## src/sv/iec_pkg.sv

```systemverilog
`default_nettype none
// ----------------------------------------------------------------------------
// iec_pkg : input event coalescer package
// Codes, widths and the types shared by the coalescer's modules.
// ----------------------------------------------------------------------------
package iec_pkg;

   localparam int MAX_STEPS  = 15;
   localparam int RESULT_CAP = 32;

   localparam int STEP_W  = $clog2(MAX_STEPS + 1);
   localparam int DELTA_W = STEP_W + 1;
   localparam int CNT_W   = $clog2(RESULT_CAP + 1);

   localparam int WINDOW_W     = 16;
   localparam int TIME_W       = 32;
   localparam int CODE_W       = 8;
   localparam int INTENSITY_W  = 8;
   localparam int CLASS_W      = 3;
   localparam int COMMAND_W    = 2;

   localparam logic [WINDOW_W-1:0] WINDOW_RESET = WINDOW_W'(50);

   typedef enum logic [COMMAND_W-1:0] {
      CMD_EVENT = 2'd0,
      CMD_TICK  = 2'd1,
      CMD_FLUSH = 2'd2,
      CMD_CLEAR = 2'd3
   } command_type;

   typedef enum logic [CLASS_W-1:0] {
      CLS_NONE       = 3'd0,
      CLS_IMMEDIATE  = 3'd1,
      CLS_LEFT       = 3'd2,
      CLS_RIGHT      = 3'd3,
      CLS_UP         = 3'd4,
      CLS_DOWN       = 3'd5,
      CLS_TRIG_LEFT  = 3'd6,
      CLS_TRIG_RIGHT = 3'd7
   } class_type;

   typedef enum logic {
      ST_IDLE,
      ST_EMIT
   } state_type;

   typedef struct packed {
      logic [COMMAND_W-1:0]   command;
      logic [CLASS_W-1:0]     event_class;
      logic [CODE_W-1:0]      event_code;
      logic [INTENSITY_W-1:0] intensity;
      logic [TIME_W-1:0]      event_time;
   } req_item_type;

   typedef struct packed {
      logic [CLASS_W-1:0]     out_class;
      logic [CODE_W-1:0]      out_code;
      logic [INTENSITY_W-1:0] out_intensity;
      logic [TIME_W-1:0]      out_time;
      logic                   last;
   } rsp_item_type;

   // controller -> datapath
   typedef struct packed {
      logic start;   // item accepted this cycle
      logic load;    // move next pending result into the output register
   } ctrl_cmd_type;

   // datapath -> controller
   typedef struct packed {
      logic pending; // results still to be loaded
   } dp_status_type;

endpackage
`default_nettype wire

```

## src/sv/iec_if.sv

```systemverilog
`default_nettype none
// ----------------------------------------------------------------------------
// iec_if : coalescer channel interfaces
// Request, response and register-write channels, valid/ready handshake.
// ----------------------------------------------------------------------------
interface iec_req_if;
   logic                                valid;
   logic                                ready;
   logic [iec_pkg::COMMAND_W-1:0]       command;
   logic [iec_pkg::CLASS_W-1:0]         event_class;
   logic [iec_pkg::CODE_W-1:0]          event_code;
   logic [iec_pkg::INTENSITY_W-1:0]     intensity;
   logic [iec_pkg::TIME_W-1:0]          event_time;

   modport source (output valid, command, event_class, event_code, intensity, event_time,
                   input ready);
   modport sink   (input valid, command, event_class, event_code, intensity, event_time,
                   output ready);
endinterface

interface iec_rsp_if;
   logic                                valid;
   logic                                ready;
   logic [iec_pkg::CLASS_W-1:0]         out_class;
   logic [iec_pkg::CODE_W-1:0]          out_code;
   logic [iec_pkg::INTENSITY_W-1:0]     out_intensity;
   logic [iec_pkg::TIME_W-1:0]          out_time;
   logic                                last;

   modport source (output valid, out_class, out_code, out_intensity, out_time, last,
                   input ready);
   modport sink   (input valid, out_class, out_code, out_intensity, out_time, last,
                   output ready);
endinterface

interface iec_csr_if;
   logic                                valid;
   logic                                ready;
   logic [iec_pkg::WINDOW_W-1:0]        write_data;

   modport source (output valid, write_data, input ready);
   modport sink   (input valid, write_data, output ready);
endinterface
`default_nettype wire

```

## src/sv/input_event_coalescer_top.sv

```systemverilog
`default_nettype none
// ----------------------------------------------------------------------------
// input_event_coalescer_top : input event coalescer
// Batches direction and trigger events over a tick window, passes immediates.
// ----------------------------------------------------------------------------
//  channel   dir  payload                                              
//  req_ch    in   command, event_class, event_code, intensity, event_time
//  rsp_ch    out  out_class, out_code, out_intensity, out_time, last
//  csr_ch    in   write_data = window_ms, always ready
//
//  One item at a time; once an item is accepted, its results leave at one a
//  cycle through the single output register while rsp_ch is ready.
//  A stalled rsp_ch holds the sequencer; the last result of an item may sit
//  in the output register while the next item is accepted.
//  Reset (synchronous) sets the window to 50 and closes both batches.
// ----------------------------------------------------------------------------
module input_event_coalescer_top (
   input  wire logic  clock,
   input  wire logic  reset,
   iec_req_if.sink    req_ch,
   iec_rsp_if.source  rsp_ch,
   iec_csr_if.sink    csr_ch
);

   iec_pkg::ctrl_cmd_type  cmd;
   iec_pkg::dp_status_type status;
   iec_pkg::req_item_type  req_item;
   iec_pkg::rsp_item_type  rsp_item;

   assign req_item.command     = req_ch.command;
   assign req_item.event_class = req_ch.event_class;
   assign req_item.event_code  = req_ch.event_code;
   assign req_item.intensity   = req_ch.intensity;
   assign req_item.event_time  = req_ch.event_time;

   assign csr_ch.ready = 1'b1;

   iec_ctrl u_ctrl (
      .clock     (clock),
      .reset     (reset),
      .req_valid (req_ch.valid),
      .req_ready (req_ch.ready),
      .rsp_valid (rsp_ch.valid),
      .rsp_ready (rsp_ch.ready),
      .status    (status),
      .cmd       (cmd)
   );

   iec_dp u_dp (
      .clock    (clock),
      .reset    (reset),
      .cmd      (cmd),
      .status   (status),
      .req_item (req_item),
      .rsp_item (rsp_item),
      .csr_we   (csr_ch.valid),
      .csr_data (csr_ch.write_data)
   );

   assign rsp_ch.out_class     = rsp_item.out_class;
   assign rsp_ch.out_code      = rsp_item.out_code;
   assign rsp_ch.out_intensity = rsp_item.out_intensity;
   assign rsp_ch.out_time      = rsp_item.out_time;
   assign rsp_ch.last          = rsp_item.last;

endmodule
`default_nettype wire

```

## src/sv/iec_ctrl.sv

```systemverilog
`default_nettype none
// ----------------------------------------------------------------------------
// iec_ctrl : coalescer controller
// Accepts one item at a time, then paces result loads into the output register.
// ----------------------------------------------------------------------------
module iec_ctrl (
   input  wire logic                  clock,
   input  wire logic                  reset,
   input  wire logic                  req_valid,
   output      logic                  req_ready,
   output      logic                  rsp_valid,
   input  wire logic                  rsp_ready,
   input  wire iec_pkg::dp_status_type status,
   output      iec_pkg::ctrl_cmd_type  cmd
);

   iec_pkg::state_type state_ff, state_in;
   logic               out_vld_ff, out_vld_in;

   always_ff @(posedge clock) begin
      if (reset) begin
         state_ff   <= iec_pkg::ST_IDLE;
         out_vld_ff <= 1'b0;
      end else begin
         state_ff   <= state_in;
         out_vld_ff <= out_vld_in;
      end
   end

   always_comb begin
      state_in = state_ff;
      unique case (state_ff)
         iec_pkg::ST_IDLE: begin
            if (req_valid) state_in = iec_pkg::ST_EMIT;
         end
         iec_pkg::ST_EMIT: begin
            if (!status.pending) state_in = iec_pkg::ST_IDLE;
         end
         default: state_in = iec_pkg::ST_IDLE;
      endcase
   end

   always_comb begin
      req_ready  = 1'b0;
      cmd.start  = 1'b0;
      cmd.load   = 1'b0;
      unique case (state_ff)
         iec_pkg::ST_IDLE: begin
            req_ready = 1'b1;
            cmd.start = req_valid;
         end
         iec_pkg::ST_EMIT: begin
            cmd.load = status.pending && (!out_vld_ff || rsp_ready);
         end
         default: ;
      endcase
   end

   // output register stays full until taken; a load refills it in the same cycle
   always_comb begin
      out_vld_in = out_vld_ff;
      if (cmd.load)      out_vld_in = 1'b1;
      else if (rsp_ready) out_vld_in = 1'b0;
   end

   assign rsp_valid = out_vld_ff;

endmodule
`default_nettype wire

```

## src/sv/iec_dp.sv

```systemverilog
`default_nettype none
// ----------------------------------------------------------------------------
// iec_dp : coalescer datapath
// Batch state, window check, pending results and the output register.
// ----------------------------------------------------------------------------
module iec_dp (
   input  wire logic                            clock,
   input  wire logic                            reset,
   input  wire iec_pkg::ctrl_cmd_type           cmd,
   output      iec_pkg::dp_status_type          status,
   input  wire iec_pkg::req_item_type           req_item,
   output      iec_pkg::rsp_item_type           rsp_item,
   input  wire logic                            csr_we,
   input  wire logic [iec_pkg::WINDOW_W-1:0]    csr_data
);

   localparam logic signed [iec_pkg::DELTA_W-1:0] DELTA_MAX =
      iec_pkg::DELTA_W'(iec_pkg::MAX_STEPS);
   localparam logic signed [iec_pkg::DELTA_W-1:0] DELTA_MIN = -DELTA_MAX;
   localparam logic signed [iec_pkg::DELTA_W-1:0] DELTA_ONE = iec_pkg::DELTA_W'(1);

   // configuration and batch state
   logic [iec_pkg::WINDOW_W-1:0]          window_ff;
   logic [iec_pkg::TIME_W-1:0]            now_ff, now_in;
   logic                                  nav_open_ff, nav_open_in;
   logic [iec_pkg::TIME_W-1:0]            nav_start_ff, nav_start_in;
   logic signed [iec_pkg::DELTA_W-1:0]    dx_ff, dx_in, dy_ff, dy_in;
   logic                                  trig_open_ff, trig_open_in;
   logic [iec_pkg::TIME_W-1:0]            trig_start_ff, trig_start_in;
   logic [iec_pkg::INTENSITY_W-1:0]       left_ff, left_in, right_ff, right_in;

   // pending results of the current item
   logic [iec_pkg::STEP_W-1:0]            cnt_x_ff, cnt_x_in, cnt_y_ff, cnt_y_in;
   logic [iec_pkg::CLASS_W-1:0]           x_cls_ff, x_cls_in, y_cls_ff, y_cls_in;
   logic                                  pend_l_ff, pend_l_in, pend_r_ff, pend_r_in;
   logic [iec_pkg::INTENSITY_W-1:0]       lval_ff, lval_in, rval_ff, rval_in;
   logic                                  pend_imm_ff, pend_imm_in;
   logic [iec_pkg::CODE_W-1:0]            imm_code_ff, imm_code_in;
   logic [iec_pkg::INTENSITY_W-1:0]       imm_int_ff, imm_int_in;
   logic [iec_pkg::TIME_W-1:0]            imm_time_ff, imm_time_in;
   logic [iec_pkg::CNT_W-1:0]             emit_cnt_ff, emit_cnt_in;

   iec_pkg::rsp_item_type                 out_ff, out_in;

   logic                                  nav_fire, trig_fire, more, cap_hit;
   logic signed [iec_pkg::DELTA_W-1:0]    dx_base, dy_base;

   always_ff @(posedge clock) begin
      if (reset) begin
         window_ff     <= iec_pkg::WINDOW_RESET;
         now_ff        <= '0;
         nav_open_ff   <= 1'b0;
         nav_start_ff  <= '0;
         dx_ff         <= '0;
         dy_ff         <= '0;
         trig_open_ff  <= 1'b0;
         trig_start_ff <= '0;
         left_ff       <= '0;
         right_ff      <= '0;
         cnt_x_ff      <= '0;
         cnt_y_ff      <= '0;
         pend_l_ff     <= 1'b0;
         pend_r_ff     <= 1'b0;
         pend_imm_ff   <= 1'b0;
         emit_cnt_ff   <= '0;
      end else begin
         if (csr_we) window_ff <= csr_data;
         now_ff        <= now_in;
         nav_open_ff   <= nav_open_in;
         nav_start_ff  <= nav_start_in;
         dx_ff         <= dx_in;
         dy_ff         <= dy_in;
         trig_open_ff  <= trig_open_in;
         trig_start_ff <= trig_start_in;
         left_ff       <= left_in;
         right_ff      <= right_in;
         cnt_x_ff      <= cnt_x_in;
         cnt_y_ff      <= cnt_y_in;
         pend_l_ff     <= pend_l_in;
         pend_r_ff     <= pend_r_in;
         pend_imm_ff   <= pend_imm_in;
         emit_cnt_ff   <= emit_cnt_in;
      end
   end

   always_ff @(posedge clock) begin
      x_cls_ff    <= x_cls_in;
      y_cls_ff    <= y_cls_in;
      lval_ff     <= lval_in;
      rval_ff     <= rval_in;
      imm_code_ff <= imm_code_in;
      imm_int_ff  <= imm_int_in;
      imm_time_ff <= imm_time_in;
      out_ff      <= out_in;
   end

   always_comb begin
      now_in        = now_ff;
      nav_open_in   = nav_open_ff;
      nav_start_in  = nav_start_ff;
      dx_in         = dx_ff;
      dy_in         = dy_ff;
      trig_open_in  = trig_open_ff;
      trig_start_in = trig_start_ff;
      left_in       = left_ff;
      right_in      = right_ff;
      cnt_x_in      = cnt_x_ff;
      cnt_y_in      = cnt_y_ff;
      x_cls_in      = x_cls_ff;
      y_cls_in      = y_cls_ff;
      pend_l_in     = pend_l_ff;
      pend_r_in     = pend_r_ff;
      lval_in       = lval_ff;
      rval_in       = rval_ff;
      pend_imm_in   = pend_imm_ff;
      imm_code_in   = imm_code_ff;
      imm_int_in    = imm_int_ff;
      imm_time_in   = imm_time_ff;
      emit_cnt_in   = emit_cnt_ff;
      out_in        = out_ff;
      nav_fire      = 1'b0;
      trig_fire     = 1'b0;
      more          = 1'b0;
      cap_hit       = 1'b0;
      dx_base       = nav_open_ff ? dx_ff : '0;
      dy_base       = nav_open_ff ? dy_ff : '0;

      if (cmd.start) begin
         emit_cnt_in = '0;
         case (req_item.command)
            iec_pkg::CMD_EVENT: begin
               case (req_item.event_class) inside
                  iec_pkg::CLS_IMMEDIATE: begin
                     pend_imm_in = 1'b1;
                     imm_code_in = req_item.event_code;
                     imm_int_in  = req_item.intensity;
                     imm_time_in = req_item.event_time;
                  end
                  iec_pkg::CLS_LEFT, iec_pkg::CLS_RIGHT,
                  iec_pkg::CLS_UP, iec_pkg::CLS_DOWN: begin
                     if (!nav_open_ff) nav_start_in = now_ff;
                     nav_open_in = 1'b1;
                     dx_in       = dx_base;
                     dy_in       = dy_base;
                     if (req_item.event_class == iec_pkg::CLS_LEFT && dx_base > DELTA_MIN)
                        dx_in = dx_base - DELTA_ONE;
                     if (req_item.event_class == iec_pkg::CLS_RIGHT && dx_base < DELTA_MAX)
                        dx_in = dx_base + DELTA_ONE;
                     if (req_item.event_class == iec_pkg::CLS_UP && dy_base > DELTA_MIN)
                        dy_in = dy_base - DELTA_ONE;
                     if (req_item.event_class == iec_pkg::CLS_DOWN && dy_base < DELTA_MAX)
                        dy_in = dy_base + DELTA_ONE;
                  end
                  iec_pkg::CLS_TRIG_LEFT, iec_pkg::CLS_TRIG_RIGHT: begin
                     if (!trig_open_ff) begin
                        trig_start_in = now_ff;
                        left_in       = '0;
                        right_in      = '0;
                     end
                     trig_open_in = 1'b1;
                     if (req_item.event_class == iec_pkg::CLS_TRIG_LEFT)
                        left_in = req_item.intensity;
                     else
                        right_in = req_item.intensity;
                  end
                  default: ;
               endcase
            end
            iec_pkg::CMD_TICK: begin
               now_in    = now_ff + 1'b1;
               // ages are taken mod 2^32 after the tick
               nav_fire  = nav_open_ff &&
                           ((now_in - nav_start_ff) >= iec_pkg::TIME_W'(window_ff));
               trig_fire = trig_open_ff &&
                           ((now_in - trig_start_ff) >= iec_pkg::TIME_W'(window_ff));
            end
            iec_pkg::CMD_FLUSH: begin
               nav_fire  = nav_open_ff;
               trig_fire = trig_open_ff;
            end
            default: begin
               nav_open_in  = 1'b0;
               dx_in        = '0;
               dy_in        = '0;
               trig_open_in = 1'b0;
               left_in      = '0;
               right_in     = '0;
            end
         endcase

         if (nav_fire) begin
            cnt_x_in    = dx_ff[iec_pkg::DELTA_W-1] ? iec_pkg::STEP_W'(-dx_ff)
                                                   : iec_pkg::STEP_W'(dx_ff);
            cnt_y_in    = dy_ff[iec_pkg::DELTA_W-1] ? iec_pkg::STEP_W'(-dy_ff)
                                                   : iec_pkg::STEP_W'(dy_ff);
            x_cls_in    = dx_ff[iec_pkg::DELTA_W-1] ? iec_pkg::CLS_LEFT : iec_pkg::CLS_RIGHT;
            y_cls_in    = dy_ff[iec_pkg::DELTA_W-1] ? iec_pkg::CLS_UP : iec_pkg::CLS_DOWN;
            dx_in       = '0;
            dy_in       = '0;
            nav_open_in = 1'b0;
         end
         if (trig_fire) begin
            pend_l_in    = (left_ff != '0);
            pend_r_in    = (right_ff != '0);
            lval_in      = left_ff;
            rval_in      = right_ff;
            left_in      = '0;
            right_in     = '0;
            trig_open_in = 1'b0;
         end
      end else if (cmd.load) begin
         out_in.out_code      = '0;
         out_in.out_intensity = '0;
         out_in.out_time      = now_ff;
         if (pend_imm_ff) begin
            out_in.out_class     = iec_pkg::CLS_IMMEDIATE;
            out_in.out_code      = imm_code_ff;
            out_in.out_intensity = imm_int_ff;
            out_in.out_time      = imm_time_ff;
            pend_imm_in          = 1'b0;
         end else if (cnt_x_ff != '0) begin
            out_in.out_class = x_cls_ff;
            cnt_x_in         = cnt_x_ff - iec_pkg::STEP_W'(1);
         end else if (cnt_y_ff != '0) begin
            out_in.out_class = y_cls_ff;
            cnt_y_in         = cnt_y_ff - iec_pkg::STEP_W'(1);
         end else if (pend_l_ff) begin
            out_in.out_class     = iec_pkg::CLS_TRIG_LEFT;
            out_in.out_intensity = lval_ff;
            pend_l_in            = 1'b0;
         end else begin
            out_in.out_class     = iec_pkg::CLS_TRIG_RIGHT;
            out_in.out_intensity = rval_ff;
            pend_r_in            = 1'b0;
         end

         more        = pend_imm_in || (cnt_x_in != '0) || (cnt_y_in != '0) ||
                       pend_l_in || pend_r_in;
         emit_cnt_in = emit_cnt_ff + iec_pkg::CNT_W'(1);
         // results past the cap are dropped
         cap_hit     = (emit_cnt_in == iec_pkg::CNT_W'(iec_pkg::RESULT_CAP));
         out_in.last = !more || cap_hit;
         if (cap_hit) begin
            pend_imm_in = 1'b0;
            cnt_x_in    = '0;
            cnt_y_in    = '0;
            pend_l_in   = 1'b0;
            pend_r_in   = 1'b0;
         end
      end
   end

   assign status.pending = pend_imm_ff || (cnt_x_ff != '0) || (cnt_y_ff != '0) ||
                           pend_l_ff || pend_r_ff;
   assign rsp_item       = out_ff;

endmodule
`default_nettype wire

```

## src/flat_wrapper.sv

```systemverilog
// flat-port wrapper written by rule: the top's interface ports become plain ports
module input_event_coalescer_top_flat 
  (clock, reset, req_ch_valid, req_ch_command, req_ch_event_class, req_ch_event_code, req_ch_intensity, req_ch_event_time, req_ch_ready, rsp_ch_valid, rsp_ch_out_class, rsp_ch_out_code, rsp_ch_out_intensity, rsp_ch_out_time, rsp_ch_last, rsp_ch_ready, csr_ch_valid, csr_ch_write_data, csr_ch_ready);
  iec_req_if req_ch_i ();
  iec_rsp_if rsp_ch_i ();
  iec_csr_if csr_ch_i ();
  input  wire logic clock;
  input  wire logic reset;
  input wire logic [$bits(req_ch_i.valid)-1:0] req_ch_valid;
  input wire logic [$bits(req_ch_i.command)-1:0] req_ch_command;
  input wire logic [$bits(req_ch_i.event_class)-1:0] req_ch_event_class;
  input wire logic [$bits(req_ch_i.event_code)-1:0] req_ch_event_code;
  input wire logic [$bits(req_ch_i.intensity)-1:0] req_ch_intensity;
  input wire logic [$bits(req_ch_i.event_time)-1:0] req_ch_event_time;
  output wire logic [$bits(req_ch_i.ready)-1:0] req_ch_ready;
  output wire logic [$bits(rsp_ch_i.valid)-1:0] rsp_ch_valid;
  output wire logic [$bits(rsp_ch_i.out_class)-1:0] rsp_ch_out_class;
  output wire logic [$bits(rsp_ch_i.out_code)-1:0] rsp_ch_out_code;
  output wire logic [$bits(rsp_ch_i.out_intensity)-1:0] rsp_ch_out_intensity;
  output wire logic [$bits(rsp_ch_i.out_time)-1:0] rsp_ch_out_time;
  output wire logic [$bits(rsp_ch_i.last)-1:0] rsp_ch_last;
  input wire logic [$bits(rsp_ch_i.ready)-1:0] rsp_ch_ready;
  input wire logic [$bits(csr_ch_i.valid)-1:0] csr_ch_valid;
  input wire logic [$bits(csr_ch_i.write_data)-1:0] csr_ch_write_data;
  output wire logic [$bits(csr_ch_i.ready)-1:0] csr_ch_ready;
  assign req_ch_i.valid = req_ch_valid;
  assign req_ch_i.command = req_ch_command;
  assign req_ch_i.event_class = req_ch_event_class;
  assign req_ch_i.event_code = req_ch_event_code;
  assign req_ch_i.intensity = req_ch_intensity;
  assign req_ch_i.event_time = req_ch_event_time;
  assign req_ch_ready = req_ch_i.ready;
  assign rsp_ch_valid = rsp_ch_i.valid;
  assign rsp_ch_out_class = rsp_ch_i.out_class;
  assign rsp_ch_out_code = rsp_ch_i.out_code;
  assign rsp_ch_out_intensity = rsp_ch_i.out_intensity;
  assign rsp_ch_out_time = rsp_ch_i.out_time;
  assign rsp_ch_last = rsp_ch_i.last;
  assign rsp_ch_i.ready = rsp_ch_ready;
  assign csr_ch_i.valid = csr_ch_valid;
  assign csr_ch_i.write_data = csr_ch_write_data;
  assign csr_ch_ready = csr_ch_i.ready;
  input_event_coalescer_top u_core (.clock(clock), .reset(reset), .req_ch(req_ch_i), .rsp_ch(rsp_ch_i), .csr_ch(csr_ch_i));
endmodule
```

## config.mk

```make
export PLATFORM = sky130hd
export DESIGN_NAME = input_event_coalescer_top_flat
export DESIGN_NICKNAME = d
export VERILOG_FILES = /design/src/sv/iec_pkg.sv /design/src/sv/iec_if.sv /design/src/sv/input_event_coalescer_top.sv /design/src/sv/iec_ctrl.sv /design/src/sv/iec_dp.sv /design/src/flat_wrapper.sv
export SDC_FILE = /design/constraint.sdc
export NUM_CORES = 1
export LEC_CHECK = 0
export ABC_AREA = 1
export CORE_MARGIN = 4
export CORE_UTILIZATION = 49
export CTS_CLUSTER_SIZE = 25
export DETAILED_ROUTE_END_ITERATION = 10
export DONT_BUFFER_PORTS = 1
export PLACE_DENSITY_LB_ADDON = 0.3
export SYNTH_ARGS = -nofsm -noshare
export SYNTH_HDL_FRONTEND = slang
export SYNTH_SLANG_ARGS = --single-unit
```

## constraint.sdc

```tcl
create_clock -name clock -period 6.3 [get_ports clock]
set_input_delay 0.63 -clock clock [delete_from_list [all_inputs] [get_ports clock]]
set_output_delay 0.63 -clock clock [all_outputs]
set_load 0.01 [all_outputs]
```

* After elaboration in Yosys (flattened, before gate mapping)
Index checks and enable logic that the tools add are counted.
** Word-level totals
- Register bits :: 281
** Operators by class
- $add $sub $neg :: 12
- Bitwise gates (word level) :: 6
- Equal/unequal tests :: 23
- Muxes and demuxes :: 103
- Reductions and logical operators :: 46
- Magnitude comparators :: 6
** Operator list (number)
- 2-to-1 mux 8 bit :: 15
- 2-to-1 mux 4 bit :: 19
- greater-or-equal comparator 32 x 16 -> 1 bit :: 2
- subtractor 32 bit :: 2
- 2-to-1 mux 5 bit :: 12
- 2-to-1 mux 1 bit :: 45
- adder 32 x 1 -> 32 bit, second input constant :: 1
- 2-to-1 mux 32 bit :: 1
- case mux 8 bit (2 select lines) :: 2
- case mux 5 bit (2 select lines) :: 2
- AND reduction 6 bit :: 3
- nonzero test 4 bit :: 4
- nonzero test 8 bit :: 2
- != test 3 bit, second input constant :: 5
- == test 3 bit, second input constant :: 4
- AND reduction 2 bit :: 6
- adder 5 x 2 -> 5 bit, second input constant :: 2
- greater-than comparator 5 bit, second input constant :: 2
- logical OR 1 bit :: 10
- < comparator 5 bit, second input constant :: 2
- case mux 1 bit (2 select lines) :: 5
- AND reduction 5 bit :: 2
- subtractor 5 x 2 -> 5 bit, second input constant :: 2
- != test 2 bit, second input constant :: 4
- other kinds (20) :: 42

* Longest topological paths before layout
Gate-level depths: netlist (run 1).
- Depth in word-level cells :: 16
- Depth in mapped cells :: 39
- Depth with buffers taken out :: 38

* Hierarchy
A second synthesis (run 1) with hierarchy kept.
** Unflattened totals
- Cell total of the unflattened synthesis :: 2375
- Area total of the unflattened synthesis :: 17236.5 um2
** By module, submodules not included
- iec_dp :: area an instance 17140.2 um2, sequential area each 6686.4 um2, times used 1, cells an instance 2361
- iec_ctrl :: area an instance 85.1 um2, sequential area each 40.0 um2, times used 1, cells an instance 12
- input_event_coalescer_top :: area an instance 11.3 um2, sequential area each 0.0 um2, times used 1, cells an instance 2

* Worst setup path before layout (run 1)
OpenSTA, ideal clock, no wires.
- Kind :: register to register
- From :: register u_core.u_dp.now_ff[0] (netlist name)
- To :: register u_core.u_dp.lval_ff[0] (netlist name) (enable)
- Clock period less this slack :: 4.765 ns
- Stages on the path, launching flop included :: 31
- Buffers on the path :: 1
- Data arrival time :: 4.377 ns
- Slack :: 1.535 ns
- Cell sequence :: dfxtp_1 -> ha_1 -> nand2_1 -> nor2_1 -> inv_1 -> nor2_1 -> inv_1 -> nor4_1 -> xor2_1 -> ha_1 -> nand2_1 -> inv_1 -> nand2_1 -> nand2_1 -> o21bai_1 -> a21oi_1 -> xnor2_1 -> ha_1 -> inv_1 -> nor3_1 -> a211oi_1 -> nand2_1 -> nor2_1 -> nand3_1 -> nor2_1 -> nand3_1 -> nand2_1 -> nand2_2 -> nand3_4 -> buf_2 -> nor2_1
** On the way
- Word-level cells in the longest chain between the ends :: 7
** RTL lines
- start, declared :: RTL line iec_dp.sv:24 : logic [iec_pkg::TIME_W-1:0] now_ff, now_in;
- start signal, assigned :: RTL line iec_dp.sv:68 : now_ff <= now_in;
- adder 32 x 1 -> 32 bit :: RTL line iec_dp.sv:170 : now_in = now_ff + 1'b1;
- subtractor 32 bit :: RTL line iec_dp.sv:175 : ((now_in - trig_start_ff) >= iec_pkg::TIME_W'(window_ff));
- greater-or-equal comparator 32 x 16 -> 1 bit :: RTL line iec_dp.sv:175
- logical AND 1 bit :: RTL line iec_dp.sv:174 : trig_fire = trig_open_ff &&
- case mux 1 bit (2 select lines) :: RTL line iec_dp.sv:130 : case (req_item.command)
- 2-to-1 mux 1 bit :: RTL line iec_dp.sv:128 : if (cmd.start) begin
- AND reduction 2 bit (no source line)
- end signal, assigned :: RTL line iec_dp.sv:89 : lval_ff <= lval_in;
- end, declared :: RTL line iec_dp.sv:36 : logic [iec_pkg::INTENSITY_W-1:0] lval_ff, lval_in, rval_ff, rval_in;
Every way passes these cells. The select of a mux whose other input is x is not followed.
A chain may end at the register's enable or synchronous reset.

* Worst setup path in the final report (run 1)
- From :: register u_core.u_dp.now_ff[0] (netlist name)
- To :: register u_core.u_dp.right_ff[7] (netlist name)
** On the way
- Word-level cells in the longest chain between the ends :: 8
- Elaborated cells on any way between the ends :: 13
** RTL lines
- adder 32 x 1 -> 32 bit (*) :: RTL line iec_dp.sv:170
- subtractor 32 bit (*) :: RTL line iec_dp.sv:175
- greater-or-equal comparator 32 x 16 -> 1 bit (*) :: RTL line iec_dp.sv:175
- logical AND 1 bit (*) :: RTL line iec_dp.sv:174
- case mux 1 bit (2 select lines) (*) :: RTL line iec_dp.sv:130
- 2-to-1 mux 1 bit (*) :: RTL line iec_dp.sv:128
- != test 4 bit (no source line) (tied with other cells)
- AND reduction 6 bit (no source line)
- end signal, assigned :: RTL line iec_dp.sv:76 : right_ff <= right_in;
- end, declared :: RTL line iec_dp.sv:30 : logic [iec_pkg::INTENSITY_W-1:0] left_ff, left_in, right_ff, right_in;
Mark *: on every way between the ends. The rest lies on a longest branch, timed or not. The select of a mux whose other input is x is not followed.

==> summary.json, run 1 <==
{
  "synth-async-reset-ratio_pct": 0,
  "cts_sinks": 277,
  "drc_errors": 0,
  "grtUsageTotal_pct": 24.3,
  "outcome": "completed",
  "num_vias": 15500,
  "nets": 2571,
  "netlist-cell-type-count": 52,
  "timing.final.ws_setup_ps": 734,
  "post_drt_via_cell_ratio": 5.43,
  "post_cts_buffers": 0,
  "place.detailed.hpwl_mm": 37.1,
  "postSynthRegisterBits": 277,
  "syn_avg_cell_area_um2": 7.18,
  "floorplan.die_area_mm2": 0.0384,
  "internal_power_uw": 3950,
  "clk_latency_ps": 570,
  "finClkSkew_ps": 36.3,
  "final-hold-violation-count": 0,
  "slowest_cp_cell": "sky130_fd_sc_hd__nor4_1",
  "worstPathArrival_ps": 6000,
  "crit_type": "reg -> reg",
  "synth_top_flop_cell": "sky130_fd_sc_hd__dfxtp_1",
  "maxClockFrequency_ghz": 0.180,
  "cts_repair_resize_count": 0,
  "grt_overflow_total": 0,
  "finalCritPeriodShare_pct": 88.3,
  "worstPathMaxFanout": 19,
  "tns_ps": 0,
  "boundaryPins": 129,
  "cts-buffers-inserted": 29,
  "sequential_cell_area_fraction_in_the_yosys_report_pct": 38.8,
  "part_of_the_power_in_the_clock_network_pct": 26.5,
  "switching_share_pct": 39.1,
  "total_leakage_power_uw": 0.00858,
  "syn_nets": 2599,
  "pre_cts_ws_ps": 966,
  "min_path_type": "in -> reg",
  "timing.hold.worst_endpoint": "u_core.u_dp.dx_ff[4]",
  "postRouteWirelength_mm": 48.2,
  "period_minus_slack_ps": 5570,
  "number_of_enable_type_register_cells_in_the_synthesized_netlist": 118,
  "drv_cap": 0,
  "chipWidth_um": 196,
  "wire_length_of_the_first_global_routing_pass_mm": 76.3,
  "timing.hold.worst.start": "reset",
  "cts_max_level": 1,
  "postSynthCellCount": 2413,
  "synthesis.area_mm2": 0.0173,
  "first_global_vias": 14800,
  "relative_slew_slack_pct": 28.6,
  "drt_iter0_markers": 1235,
  "cts-hold-fix-buffers": 0,
  "pin_count_of_the_biggest_net_entering_global_routing": 82,
  "dieHeight_um": 196,
  "ff_to_ff_path_depth": 33,
  "initial_standard_cell_utilization_of_the_core_pct": 49.9,
  "cts.root.buffer_cell": "sky130_fd_sc_hd__clkbuf_16",
  "floorplan.rows": 68,
  "setup_viol": 0,
  "port_buffers": 0,
  "regToRegEndpoint": "u_core.u_dp.right_ff[7]",
  "worst-r2r-setup-slack_ps": 730,
  "timing.rr.start": "u_core.u_dp.now_ff[0]",
  "detail_route.wl_per_cell_um": 16.8,
  "area_growth_syn_to_layout_pct": 7.50,
  "final_layout_size_suffix_gt1_share_pct": 3.53,
  "cpPeakStageDelay_ps": 480,
  "pwr-share-comb_pct": 36.8,
  "hold_path_depth": 1,
  "switchingPower_uw": 2540,
  "power.share.sequential_pct": 36.7,
  "timing_worst_slew_pin_value_ps": 1070,
  "clk_transition_reported_paths_ps": 60,
  "antenna_violations_before_repair": 1,
  "final-max-slew-violation-count": 0,
  "synth.yosys.warnings": 0,
  "max-clock-path-buffers": 3,
  "unrepaired_setup_endpoints_after_global_routing": "no",
  "worstSetupEndpointType": "register",
  "tritoncts": "yes",
  "critical_path.startpoint_type": "register",
  "power.density_cell_area_mw_per_mm2": 349,
  "required_ps": 6730,
  "final_antenna_net_count": 0,
  "vdd_drop_max_uv": 535,
  "detailedRoute.firstPassIterationCount": 6,
  "critical_path.most_common_cell": "sky130_fd_sc_hd__nand2_1",
  "coreArea_mm2": 0.0347,
  "gpl.final_weighted_congestion": 0.945
}
==> flip-flops by register name, indices dropped and copies added, names as in the netlist, 4 cells and up <==
signal                     cells
u_core.u_dp.window_ff         16
u_core.u_dp.cnt_y_ff           4
u_core.u_dp.dx_ff              5
u_core.u_dp.cnt_x_ff           4
u_core.u_dp.imm_code_ff        8
u_core.u_dp.trig_start_ff     32
u_core.u_dp.imm_int_ff         8
u_core.u_dp.imm_time_ff       32
u_core.u_dp.nav_start_ff      32
u_core.u_dp.lval_ff            8
u_core.u_dp.rsp_item          52
u_core.u_dp.rval_ff            8
u_core.u_dp.left_ff            8
u_core.u_dp.now_ff            32
u_core.u_dp.emit_cnt_ff        6
u_core.u_dp.dy_ff              5
u_core.u_dp.right_ff           8
==> cell families after synthesis <==
logic type               Yosys count  synth area share, %
AO/OA/AOI/OAI                    444                 13.4
XOR/XNOR                          72                 3.73
adder cells (fa/ha/maj)          112                 8.17
buffers and inverters            469                 10.4
flip-flops                       277                 38.8
other                              1               0.0216
AND/OR/NAND/NOR                 1038                 25.4
==> cells in the final DEF (no fill, tap or decap), drive strengths merged, types with 3 or more instances in the layout <==
cell type,n
nand3,109
a211oi,8
a21o,3
and2,3
clkbuf,38
bufinv,3
nand2,589
nor2,207
clkinv,23
nor3,55
xnor2,11
ha,110
edfxtp,118
dfxtp,159
o21a,4
nand3b,12
o22ai,7
o21ai,188
o21bai,6
buf,8
xor2,61
a21oi,218
inv,390
nor4,9
a31oi,3
nand4,47
==> power by group through the flow <==
| stage | Sequential, µW | Combinational [µW] | Clock (µW) |
|---|---|---|---|
| 6_report | 2380 | 2390 | 1720 |
| 4_1_cts | 2390 | 2360 | 1750 |
| 3_3_place_gp | 2420 | 2290 | 0 |
| 5_1_grt | 2410 | 2700 | 1820 |
| 3_5_place_dp | 2420 | 2340 | 0 |
| 2_1_floorplan | 2370 | 1790 | 0 |
==> worst max-delay path by stage <==
stage / startpoint / endpoint / cells past startpoint
2_1_floorplan: u_core.u_dp.now_ff[0] / u_core.u_dp.lval_ff[0] / 30
3_3_place_gp: u_core.u_dp.now_ff[0] / u_core.u_dp.left_ff[6] / 33
3_5_place_dp: u_core.u_dp.now_ff[0] / u_core.u_dp.cnt_y_ff[2] / 30
4_1_cts: u_core.u_dp.now_ff[0] / u_core.u_dp.right_ff[7] / 33
5_1_grt: u_core.u_dp.now_ff[0] / u_core.u_dp.left_ff[6] / 33
6_report: u_core.u_dp.now_ff[0] / u_core.u_dp.right_ff[7] / 33
==> metrics by stage <==
step	cell area, µm²	utilization (%)	std cells	power [µW]	hold WS [ps]
4_1_cts	18600	53.7	2862	6500	104
2_1_floorplan	17300	-	2413	4160	408
6_report	18600	53.7	2863	6500	142
3_3_place_gp	17700	50.9	2809	4710	413
5_1_grt	18600	53.7	2862	6930	107
3_5_place_dp	17700	50.9	2809	4760	421
==> routing by layer <==
| layer | routed length (µm) | track usage, % | up-vias | share of wire (%) |
|---|---|---|---|---|
| li1 | - | - | 7788 | - |
| met1 | 21200 | 31.7 | 7168 | 44 |
| met2 | 22900 | 42.0 | 499 | 48 |
| met3 | 2890 | 3.90 | 78 | 6.0 |
| met4 | 1190 | 6.39 | 0 | 2.5 |
| met5 | 0 | 0 | - | 0 |
==> synth_stat cells (50+ instances only) <==
master | instances | area share (%)
sky130_fd_sc_hd__nand2_1 | 583 | 13
sky130_fd_sc_hd__inv_1 | 387 | 8.4
sky130_fd_sc_hd__a21oi_1 | 216 | 6.2
sky130_fd_sc_hd__nor2_1 | 201 | 4.4
sky130_fd_sc_hd__o21ai_0 | 182 | 5.3
sky130_fd_sc_hd__dfxtp_1 | 159 | 18
sky130_fd_sc_hd__edfxtp_1 | 118 | 20
sky130_fd_sc_hd__ha_1 | 110 | 7.9
sky130_fd_sc_hd__nand3_1 | 103 | 3.0
sky130_fd_sc_hd__xor2_1 | 59 | 3.0
sky130_fd_sc_hd__nor3_1 | 55 | 1.6
sky130_fd_sc_hd__clkbuf_1 | 50 | 1.1
==> cell type report <==
| type | instances | area (µm²) |
|---|---|---|
| Clock buffer | 38 | 800 |
| Antenna cell | 1 | 2.50 |
| Inverter | 402 | 1510 |
| Fill cell | 3319 | 16100 |
| Clock inverter | 15 | 150 |
| Multi-Input combinational cell | 1667 | 8810 |
| Tap cell | 455 | 569 |
| Sequential cell | 277 | 6730 |
| Timing Repair Buffer | 8 | 60.1 |
==> worst max-delay path, delay by kind of cell, from the launching register on <==
family	cells	cell delay, ps
simple gates	20	2660
fa+ha+maj	3	860
xor+xnor	2	540
compound gates	3	510
flops	1	450
buf+inv	5	380
(Power assumes the default switching activity.)
==> inputs of run 2 (changes only) <==
--- a/config.mk
+++ b/config.mk
@@ -8,6 +8,7 @@
 export ABC_AREA = 1
 export CORE_MARGIN = 4
 export CORE_UTILIZATION = 49
+export CTS_BUF_LIST = sky130_fd_sc_hd__clkbuf_4 sky130_fd_sc_hd__clkbuf_8 sky130_fd_sc_hd__clkbuf_16
 export CTS_CLUSTER_SIZE = 25
 export DETAILED_ROUTE_END_ITERATION = 10
 export DONT_BUFFER_PORTS = 1
==> run 2 against run 1 <==
  * First-iteration DRC count decreased by 1.2%
  * Combinational power about the same
  * Hold slack improved by 11 ps
  * Largest power group unchanged
  * Register-to-register slack about the same
  * Routed wire length increased by 0.14%
  * Utilization increased by 0.054 points
  * Clock power about the same
  * Worst setup slack got worse by 5.0 ps
  * Via count increased by 0.37%
  * Highest routed layer unchanged
==> summary.json, run 2 (same netlist as run 1, synthesis figures left out) <==
{
  "post_drt_via_cell_ratio": {"value": 5.45, "change": "+0.37%"},
  "drv_cap": {"value": 0, "change": "unchanged"},
  "clk_transition_reported_paths": {"value": 60, "unit": "ps", "change": "about the same"},
  "cpPeakStageDelay": {"value": 470, "unit": "ps", "change": "about the same"},
  "outcome": "completed",
  "crit_family": "simple AND/OR/NAND/NOR gates",
  "worstPathMaxFanout": {"value": 19, "change": "unchanged"},
  "grtUsageTotal": {"value": 24.3, "unit": "%", "change": "about the same"},
  "switchingPower": {"value": 2540, "unit": "µW", "change": "about the same"},
  "total_power": {"value": 6520, "unit": "µW", "change": "+0.34%"},
  "final-hold-violation-count": {"value": 0, "change": "unchanged"},
  "wire_length_of_the_first_global_routing_pass": {"value": 76.3, "unit": "mm", "change": "about the same"},
  "relative_slew_slack": {"value": 29.0, "unit": "%", "change": "+0.41 points"},
  "cts.root.buffer_cell": "sky130_fd_sc_hd__clkbuf_16",
  "coreArea": {"value": 0.0347, "unit": "mm²", "change": "unchanged"},
  "internal_power": {"value": 3980, "unit": "µW", "change": "+0.54%"},
  "critical_path.startpoint_type": "register",
  "drt_iter0_markers": {"value": 1220, "change": "-1.2%"},
  "detail_route.wl_per_cell": {"value": 16.9, "unit": "µm", "change": "+0.14%"},
  "layout.cells.most_common_list": "sky130_fd_sc_hd__nand2_1, sky130_fd_sc_hd__inv_1, sky130_fd_sc_hd__a21oi_1",
  "cts_sinks": {"value": 277, "change": "unchanged"},
  "num_vias": {"value": 15600, "change": "+0.37%"},
  "tns": {"value": 0, "unit": "ps", "change": "unchanged"},
  "cts_max_level": {"value": 1, "change": "unchanged"},
  "final_common_cell": "sky130_fd_sc_hd__nand2_1",
  "tritoncts": "yes",
  "grt_overflow_total": {"value": 0, "change": "unchanged"},
  "vdd_drop_max": {"value": 540, "unit": "µV", "change": "+0.81%"},
  "clk_latency": {"value": 570, "unit": "ps", "change": "about the same"},
  "hold_path_depth": {"value": 1, "change": "unchanged"},
  "power.share.sequential": {"value": 36.6, "unit": "%", "change": "about the same"},
  "nets": {"value": 2571, "change": "unchanged"},
  "floorplan.die_area": {"value": 0.0384, "unit": "mm²", "change": "unchanged"},
  "crit_type": "reg -> reg",
  "dieHeight": {"value": 196, "unit": "µm", "change": "unchanged"},
  "finClkSkew": {"value": 38.3, "unit": "ps", "change": "+1.95 ps"},
  "chipWidth": {"value": 196, "unit": "µm", "change": "unchanged"},
  "area_growth_syn_to_layout_pct": 7.60,
  "pin_count_of_the_biggest_net_entering_global_routing": {"value": 82, "change": "unchanged"},
  "slowest_cp_cell": "sky130_fd_sc_hd__nor4_1",
  "first_global_vias": {"value": 14800, "change": "+0.068%"},
  "pwr-share-comb": {"value": 36.6, "unit": "%", "change": "-0.2 points"},
  "post-route-cell-area": {"value": 0.0186, "unit": "mm²", "change": "+0.10%"},
  "crit_buf_inv": {"value": 5, "change": "unchanged"},
  "critical_path.most_common_cell": "sky130_fd_sc_hd__nand2_1",
  "cts-buffers-inserted": {"value": 29, "change": "unchanged"},
  "worstSetupEndpointType": "register",
  "boundaryPins": {"value": 129, "change": "unchanged"},
  "length_of_routed_wiring_on_met1": {"value": 21.1, "unit": "mm", "change": "-0.34%"},
  "switching_share": {"value": 39.0, "unit": "%", "change": "-0.12 points"},
  "routed.top_layer": "met4",
  "final_layout_size_suffix_gt1_share": {"value": 3.74, "unit": "%", "change": "+0.21 points"},
  "post_dp_cell_area": {"value": 0.0177, "unit": "mm²", "change": "unchanged"},
  "cts-hold-fix-buffers": {"value": 0, "change": "unchanged"},
  "place.detailed.hpwl": {"value": 37.1, "unit": "mm", "change": "unchanged"},
  "post_cts_buffers": {"value": 0, "change": "unchanged"},
  "wl_met2": {"value": 23.0, "unit": "mm", "change": "+0.29%"},
  "period_minus_slack": {"value": 5570, "unit": "ps", "change": "+4.95 ps"},
  "initial_standard_cell_utilization_of_the_core": {"value": 49.9, "unit": "%", "change": "unchanged"},
  "part_of_the_power_in_the_clock_network": {"value": 26.8, "unit": "%", "change": "+0.3 points"},
  "min_path_type": "in -> reg",
  "port_buffers": {"value": 0, "change": "unchanged"},
  "ff_to_ff_path_depth": {"value": 33, "change": "unchanged"},
  "unrepaired_setup_endpoints_after_global_routing": "no",
  "power.density_cell_area": {"value": 350, "unit": "mW/mm²", "change": "+0.23%"},
  "cts_repair_resize_count": {"value": 0, "change": "unchanged"},
  "detailedRoute.firstPassIterationCount": {"value": 6, "change": "unchanged"},
  "setup_viol": {"value": 0, "change": "unchanged"},
  "floorplan.rows": {"value": 68, "change": "unchanged"},
  "met3_length": {"value": 2.96, "unit": "mm", "change": "+2.5%"},
  "maxClockFrequency": {"value": 0.180, "unit": "GHz", "change": "about the same"},
  "timing_worst_slew_pin_value": {"value": 1060, "unit": "ps", "change": "-6.15 ps"},
  "postRouteWirelength": {"value": 48.3, "unit": "mm", "change": "+0.14%"},
  "worst-path-stages": {"value": 33, "change": "unchanged"},
  "gpl.final_weighted_congestion": {"value": 0.945, "change": "unchanged"},
  "worstPathArrival": {"value": 6010, "unit": "ps", "change": "about the same"},
  "total_leakage_power": {"value": 0.00860, "unit": "µW", "change": "+0.20%"},
  "antenna_violations_before_repair": {"value": 1, "change": "unchanged"},
  "required": {"value": 6730, "unit": "ps", "change": "about the same"},
  "max_ffs_per_register": {"value": 52, "change": "unchanged"},
  "max-clock-path-buffers": {"value": 3, "change": "unchanged"},
  "final-max-slew-violation-count": {"value": 0, "change": "unchanged"},
  "finalCritPeriodShare": {"value": 88.4, "unit": "%", "change": "about the same"},
  "drc_errors": {"value": 0, "change": "unchanged"},
  "core_occupancy_in_the_finished_layout": {"value": 53.7, "unit": "%", "change": "+0.054 points"},
  "final_antenna_net_count": {"value": 0, "change": "unchanged"}
}
## run 2: cell counts in the layout (fill, tap and decap cells not counted)
No cell type changed its count.
## run 2: per-stage QoR
| step | cells | hold WS, ps | setup WS, ps |
|---|---|---|---|
| after floorplan | 2413 | 408 | 1530 |
| after global placement | 2809 | 413 | 1000 |
| after detailed placement | 2809 | 421 | 966 |
| after CTS | 2862 | 104 | 809 |
| after global routing | 2862 | 107 | 221 |
| final | 2863 | 153 | 729 |
## run 2: cell type report
class,instances,area (µm²)
Clock buffer,38,818
Timing Repair Buffer,8,60.1
Multi-Input combinational cell,1667,8810
Antenna cell,1,2.50
Fill cell,3319,16100
Inverter,402,1510
Sequential cell,277,6730
Tap cell,455,569
Clock inverter,15,150
## run 2: path summary, 6_finish.rpt
kind	slack, ps	end	from
setup / recovery	730	u_core.u_dp.right_ff[7]	u_core.u_dp.now_ff[0]
hold / removal	150	u_core.u_dp.dy_ff[3]	reset
setup reg to reg	730	u_core.u_dp.right_ff[7]	u_core.u_dp.now_ff[0]
hold reg to reg	430	u_core.u_dp.rval_ff[2]	u_core.u_dp.right_ff[2]
## run 2: worst reg2reg max path: cells and delay by family, from the launching register on
family	cells	cell delay [ps]
buffers and inverters	5	370
DFF	1	450
AOI/OAI and AO/OA	3	510
adders and majority gates	3	860
and+or+nand+nor	20	2680
xor gates and xnor gates	2	540
## run 2: power by group through the flow
stage | Clock [µW] | Sequential, µW | Combinational, µW
after floorplan | 0 | 2370 | 1790
after global placement | 0 | 2420 | 2290
after detailed placement | 0 | 2420 | 2340
after CTS | 1770 | 2390 | 2360
after global routing | 1850 | 2410 | 2700
final | 1750 | 2380 | 2390
## run 2: metal layers
layer  track usage [%]  up-vias
li1                  -     7790
met1              31.7     7212
met2              42.0      506
met3              3.90       83
met4              6.39        0
met5                 0        -
==> inputs of run 3 (changes only) <==
--- a/config.mk
+++ b/config.mk
@@ -12,6 +12,7 @@
 export CTS_CLUSTER_SIZE = 25
 export DETAILED_ROUTE_END_ITERATION = 10
 export DONT_BUFFER_PORTS = 1
+export MAX_ROUTING_LAYER = met4
 export PLACE_DENSITY_LB_ADDON = 0.3
 export SYNTH_ARGS = -nofsm -noshare
 export SYNTH_HDL_FRONTEND = slang
==> run 3 against run 2 <==
  * Non-clock buffer count is the same
  * Final cell count grew 0.10%
  * Sequential power is essentially flat
  * Global-route usage grew 0.90 points
  * Total power is essentially flat
  * Largest cell class unchanged
  * Fmax grew 0.87%
  * Die area is the same
  * Clock power is essentially flat
  * Critical endpoint is now u_core.u_dp.x_cls_ff[0]
  * Via count shrank 1.5%
==> summary.json, run 3 (same netlist as run 1, synthesis figures left out) <==
{
  "max-clock-path-buffers": {"value": 3, "change": "unchanged"},
  "finalCritPeriodShare": {"value": 87.7, "unit": "%", "change": "-0.76 points"},
  "tritoncts": "yes",
  "timing.hold.worst.start": "reset",
  "area_growth_syn_to_layout_pct": 7.75,
  "dieHeight": {"value": 196, "unit": "µm", "change": "unchanged"},
  "boundaryPins": {"value": 129, "change": "unchanged"},
  "critical_path.most_common_cell": "sky130_fd_sc_hd__nand2_1",
  "worstPathArrival": {"value": 5830, "unit": "ps", "change": "-180 ps"},
  "required": {"value": 6610, "unit": "ps", "change": "-120 ps"},
  "cts_repair_resize_count": {"value": 0, "change": "unchanged"},
  "final-hold-violation-count": {"value": 0, "change": "unchanged"},
  "port_buffers": {"value": 0, "change": "unchanged"},
  "critical_path.startpoint_type": "register",
  "final_layout_size_suffix_gt1_share": {"value": 3.90, "unit": "%", "change": "+0.16 points"},
  "worstPathMaxFanout": {"value": 29, "change": "+10"},
  "final-max-slew-violation-count": {"value": 0, "change": "unchanged"},
  "grtUsageTotal": {"value": 25.2, "unit": "%", "change": "+0.90 points"},
  "part_of_the_power_in_the_clock_network": {"value": 26.8, "unit": "%", "change": "about the same"},
  "worst-r2r-setup-slack": {"value": 780, "unit": "ps", "change": "+50 ps"},
  "detailedRoute.firstPassIterationCount": {"value": 6, "change": "unchanged"},
  "post_cts_buffers": {"value": 0, "change": "unchanged"},
  "post_drt_via_cell_ratio": {"value": 5.36, "change": "-1.6%"},
  "clk_transition_reported_paths": {"value": 60, "unit": "ps", "change": "about the same"},
  "final_cell_count_no_fill": {"value": 2866, "change": "+0.10%"},
  "grt_overflow_total": {"value": 0, "change": "unchanged"},
  "cts.root.buffer_cell": "sky130_fd_sc_hd__clkbuf_16",
  "initial_standard_cell_utilization_of_the_core": {"value": 49.9, "unit": "%", "change": "unchanged"},
  "nets": {"value": 2572, "change": "+0.039%"},
  "cpPeakStageDelay": {"value": 450, "unit": "ps", "change": "-20 ps"},
  "drt_iter0_markers": {"value": 886, "change": "-27%"},
  "outcome": "completed",
  "ff_to_ff_path_depth": {"value": 28, "change": "-15%"},
  "crit_type": "reg -> reg",
  "cts-hold-fix-buffers": {"value": 0, "change": "unchanged"},
  "relative_slew_slack": {"value": 28.9, "unit": "%", "change": "-0.17 points"},
  "period_minus_slack": {"value": 5520, "unit": "ps", "change": "-47.9 ps"},
  "floorplan.rows": {"value": 68, "change": "unchanged"},
  "pwr-share-comb": {"value": 36.7, "unit": "%", "change": "about the same"},
  "clk_latency": {"value": 560, "unit": "ps", "change": "about the same"},
  "gpl.final_weighted_congestion": {"value": 0.962, "change": "+1.8%"},
  "setup_viol": {"value": 0, "change": "unchanged"},
  "cts_max_level": {"value": 1, "change": "unchanged"},
  "wire_length_of_the_first_global_routing_pass": {"value": 76.6, "unit": "mm", "change": "+0.40%"},
  "place.detailed.hpwl": {"value": 37.5, "unit": "mm", "change": "+0.99%"},
  "postRouteWirelength": {"value": 48.4, "unit": "mm", "change": "+0.25%"},
  "coreArea": {"value": 0.0347, "unit": "mm²", "change": "unchanged"},
  "hold_path_depth": {"value": 1, "change": "unchanged"},
  "vdd_drop_max": {"value": 317, "unit": "µV", "change": "-41%"},
  "num_vias": {"value": 15400, "change": "-1.5%"},
  "drc_errors": {"value": 0, "change": "unchanged"},
  "pin_count_of_the_biggest_net_entering_global_routing": {"value": 97, "change": "+18%"},
  "power.share.sequential": {"value": 36.6, "unit": "%", "change": "about the same"},
  "maxClockFrequency": {"value": 0.181, "unit": "GHz", "change": "+0.87%"},
  "tns": {"value": 0, "unit": "ps", "change": "unchanged"},
  "antenna_violations_before_repair": {"value": 1, "change": "unchanged"},
  "finClkSkew": {"value": 11.7, "unit": "ps", "change": "-26.5 ps"},
  "min_path_type": "in -> reg",
  "final_antenna_net_count": {"value": 0, "change": "unchanged"},
  "timing.rr.start": "u_core.u_dp.now_ff[0]",
  "floorplan.die_area": {"value": 0.0384, "unit": "mm²", "change": "unchanged"},
  "switching_share": {"value": 39.1, "unit": "%", "change": "+0.10 points"},
  "unrepaired_setup_endpoints_after_global_routing": "no",
  "cts_sinks": {"value": 277, "change": "unchanged"},
  "drv_cap": {"value": 0, "change": "unchanged"},
  "cts-buffers-inserted": {"value": 30, "change": "+3.4%"},
  "worstSetupEndpointType": "register",
  "timing_worst_slew_pin_value": {"value": 1070, "unit": "ps", "change": "+4.75 ps"},
  "detail_route.wl_per_cell": {"value": 16.9, "unit": "µm", "change": "+0.15%"},
  "first_global_vias": {"value": 14700, "change": "-0.72%"},
  "slowest_cp_cell": "sky130_fd_sc_hd__dfxtp_1",
  "total_leakage_power": {"value": 0.00861, "unit": "µW", "change": "+0.10%"},
  "regToRegEndpoint": "u_core.u_dp.x_cls_ff[0]",
  "chipWidth": {"value": 196, "unit": "µm", "change": "unchanged"},
  "internal_power": {"value": 3970, "unit": "µW", "change": "-0.11%"},
  "max_ffs_per_register": {"value": 52, "change": "unchanged"},
  "numPlacedInstances": {"value": 2809, "change": "unchanged"},
  "timing.hold.ws": {"value": 131, "unit": "ps", "change": "-22.0 ps"},
  "switchingPower": {"value": 2550, "unit": "µW", "change": "+0.32%"},
  "final_common_cell": "sky130_fd_sc_hd__nand2_1",
  "layout.cells.most_common_list": "sky130_fd_sc_hd__nand2_1, sky130_fd_sc_hd__inv_1, sky130_fd_sc_hd__a21oi_1",
  "timing.hold.worst_endpoint": "u_core.u_dp.pend_imm_ff",
  "power.density_cell_area": {"value": 349, "unit": "mW/mm²", "change": "about the same"}
}
## run 3: worst max path at each step
stage	from	end	slack (ps)	cells past startpoint
global placement	u_core.u_dp.now_ff[0]	u_core.u_dp.y_cls_ff[0]	970	28
detailed placement	u_core.u_dp.now_ff[0]	u_core.u_dp.dx_ff[3]	910	29
finish	u_core.u_dp.now_ff[0]	u_core.u_dp.x_cls_ff[0]	780	28
global route	u_core.u_dp.now_ff[0]	u_core.u_dp.right_ff[4]	20	33
floorplan	u_core.u_dp.now_ff[0]	u_core.u_dp.lval_ff[0]	1530	30
CTS	u_core.u_dp.now_ff[0]	u_core.u_dp.cnt_y_ff[2]	860	30
## run 3: metal layers
| layer | share of wire, % | track usage [%] | up-vias |
|---|---|---|---|
| li1 | - | - | 7791 |
| met1 | 43 | 31.8 | 7008 |
| met2 | 48 | 42.5 | 475 |
| met3 | 6.9 | 4.17 | 78 |
| met4 | 2.5 | 6.03 | 0 |
| met5 | 0 | - | - |
## run 3: metrics by stage
stage / area (µm²) / setup WS, ps / utilization [%] / power, µW
after detailed placement: 17700 / 906 / 50.9 / 4780
after global placement: 17700 / 973 / 50.9 / 4720
final: 18700 / 777 / 53.8 / 6520
after floorplan: 17300 / 1530 / - / 4160
after CTS: 18700 / 859 / 53.8 / 6540
after global routing: 18700 / 15.5 / 53.8 / 6990
## run 3: power by group through the flow
| stage | logic, µW | registers [µW] | clock network, µW |
|---|---|---|---|
| after floorplan | 1790 | 2370 | 0 |
| after global placement | 2300 | 2420 | 0 |
| after detailed placement | 2360 | 2420 | 0 |
| after CTS | 2370 | 2390 | 1780 |
| after global routing | 2730 | 2410 | 1850 |
| final | 2390 | 2380 | 1740 |
## run 3: critical path: cells and delay by family, from the launching register on
| kind | cells | cell delay, ps |
|---|---|---|
| and+or+nand+nor | 13 | 1750 |
| xor gates and xnor gates | 2 | 590 |
| AOI/OAI and AO/OA | 5 | 890 |
| buffers and inverters | 5 | 700 |
| DFF | 1 | 450 |
| adders and majority gates | 3 | 890 |
## run 3: cell type report
cell class,instances,area (µm²)
Antenna cell,1,2.50
Clock buffer,38,841
Clock inverter,18,153
Fill cell,3333,16000
Inverter,402,1510
Multi-Input combinational cell,1667,8810
Sequential cell,277,6730
Tap cell,455,569
Timing Repair Buffer,8,60.1
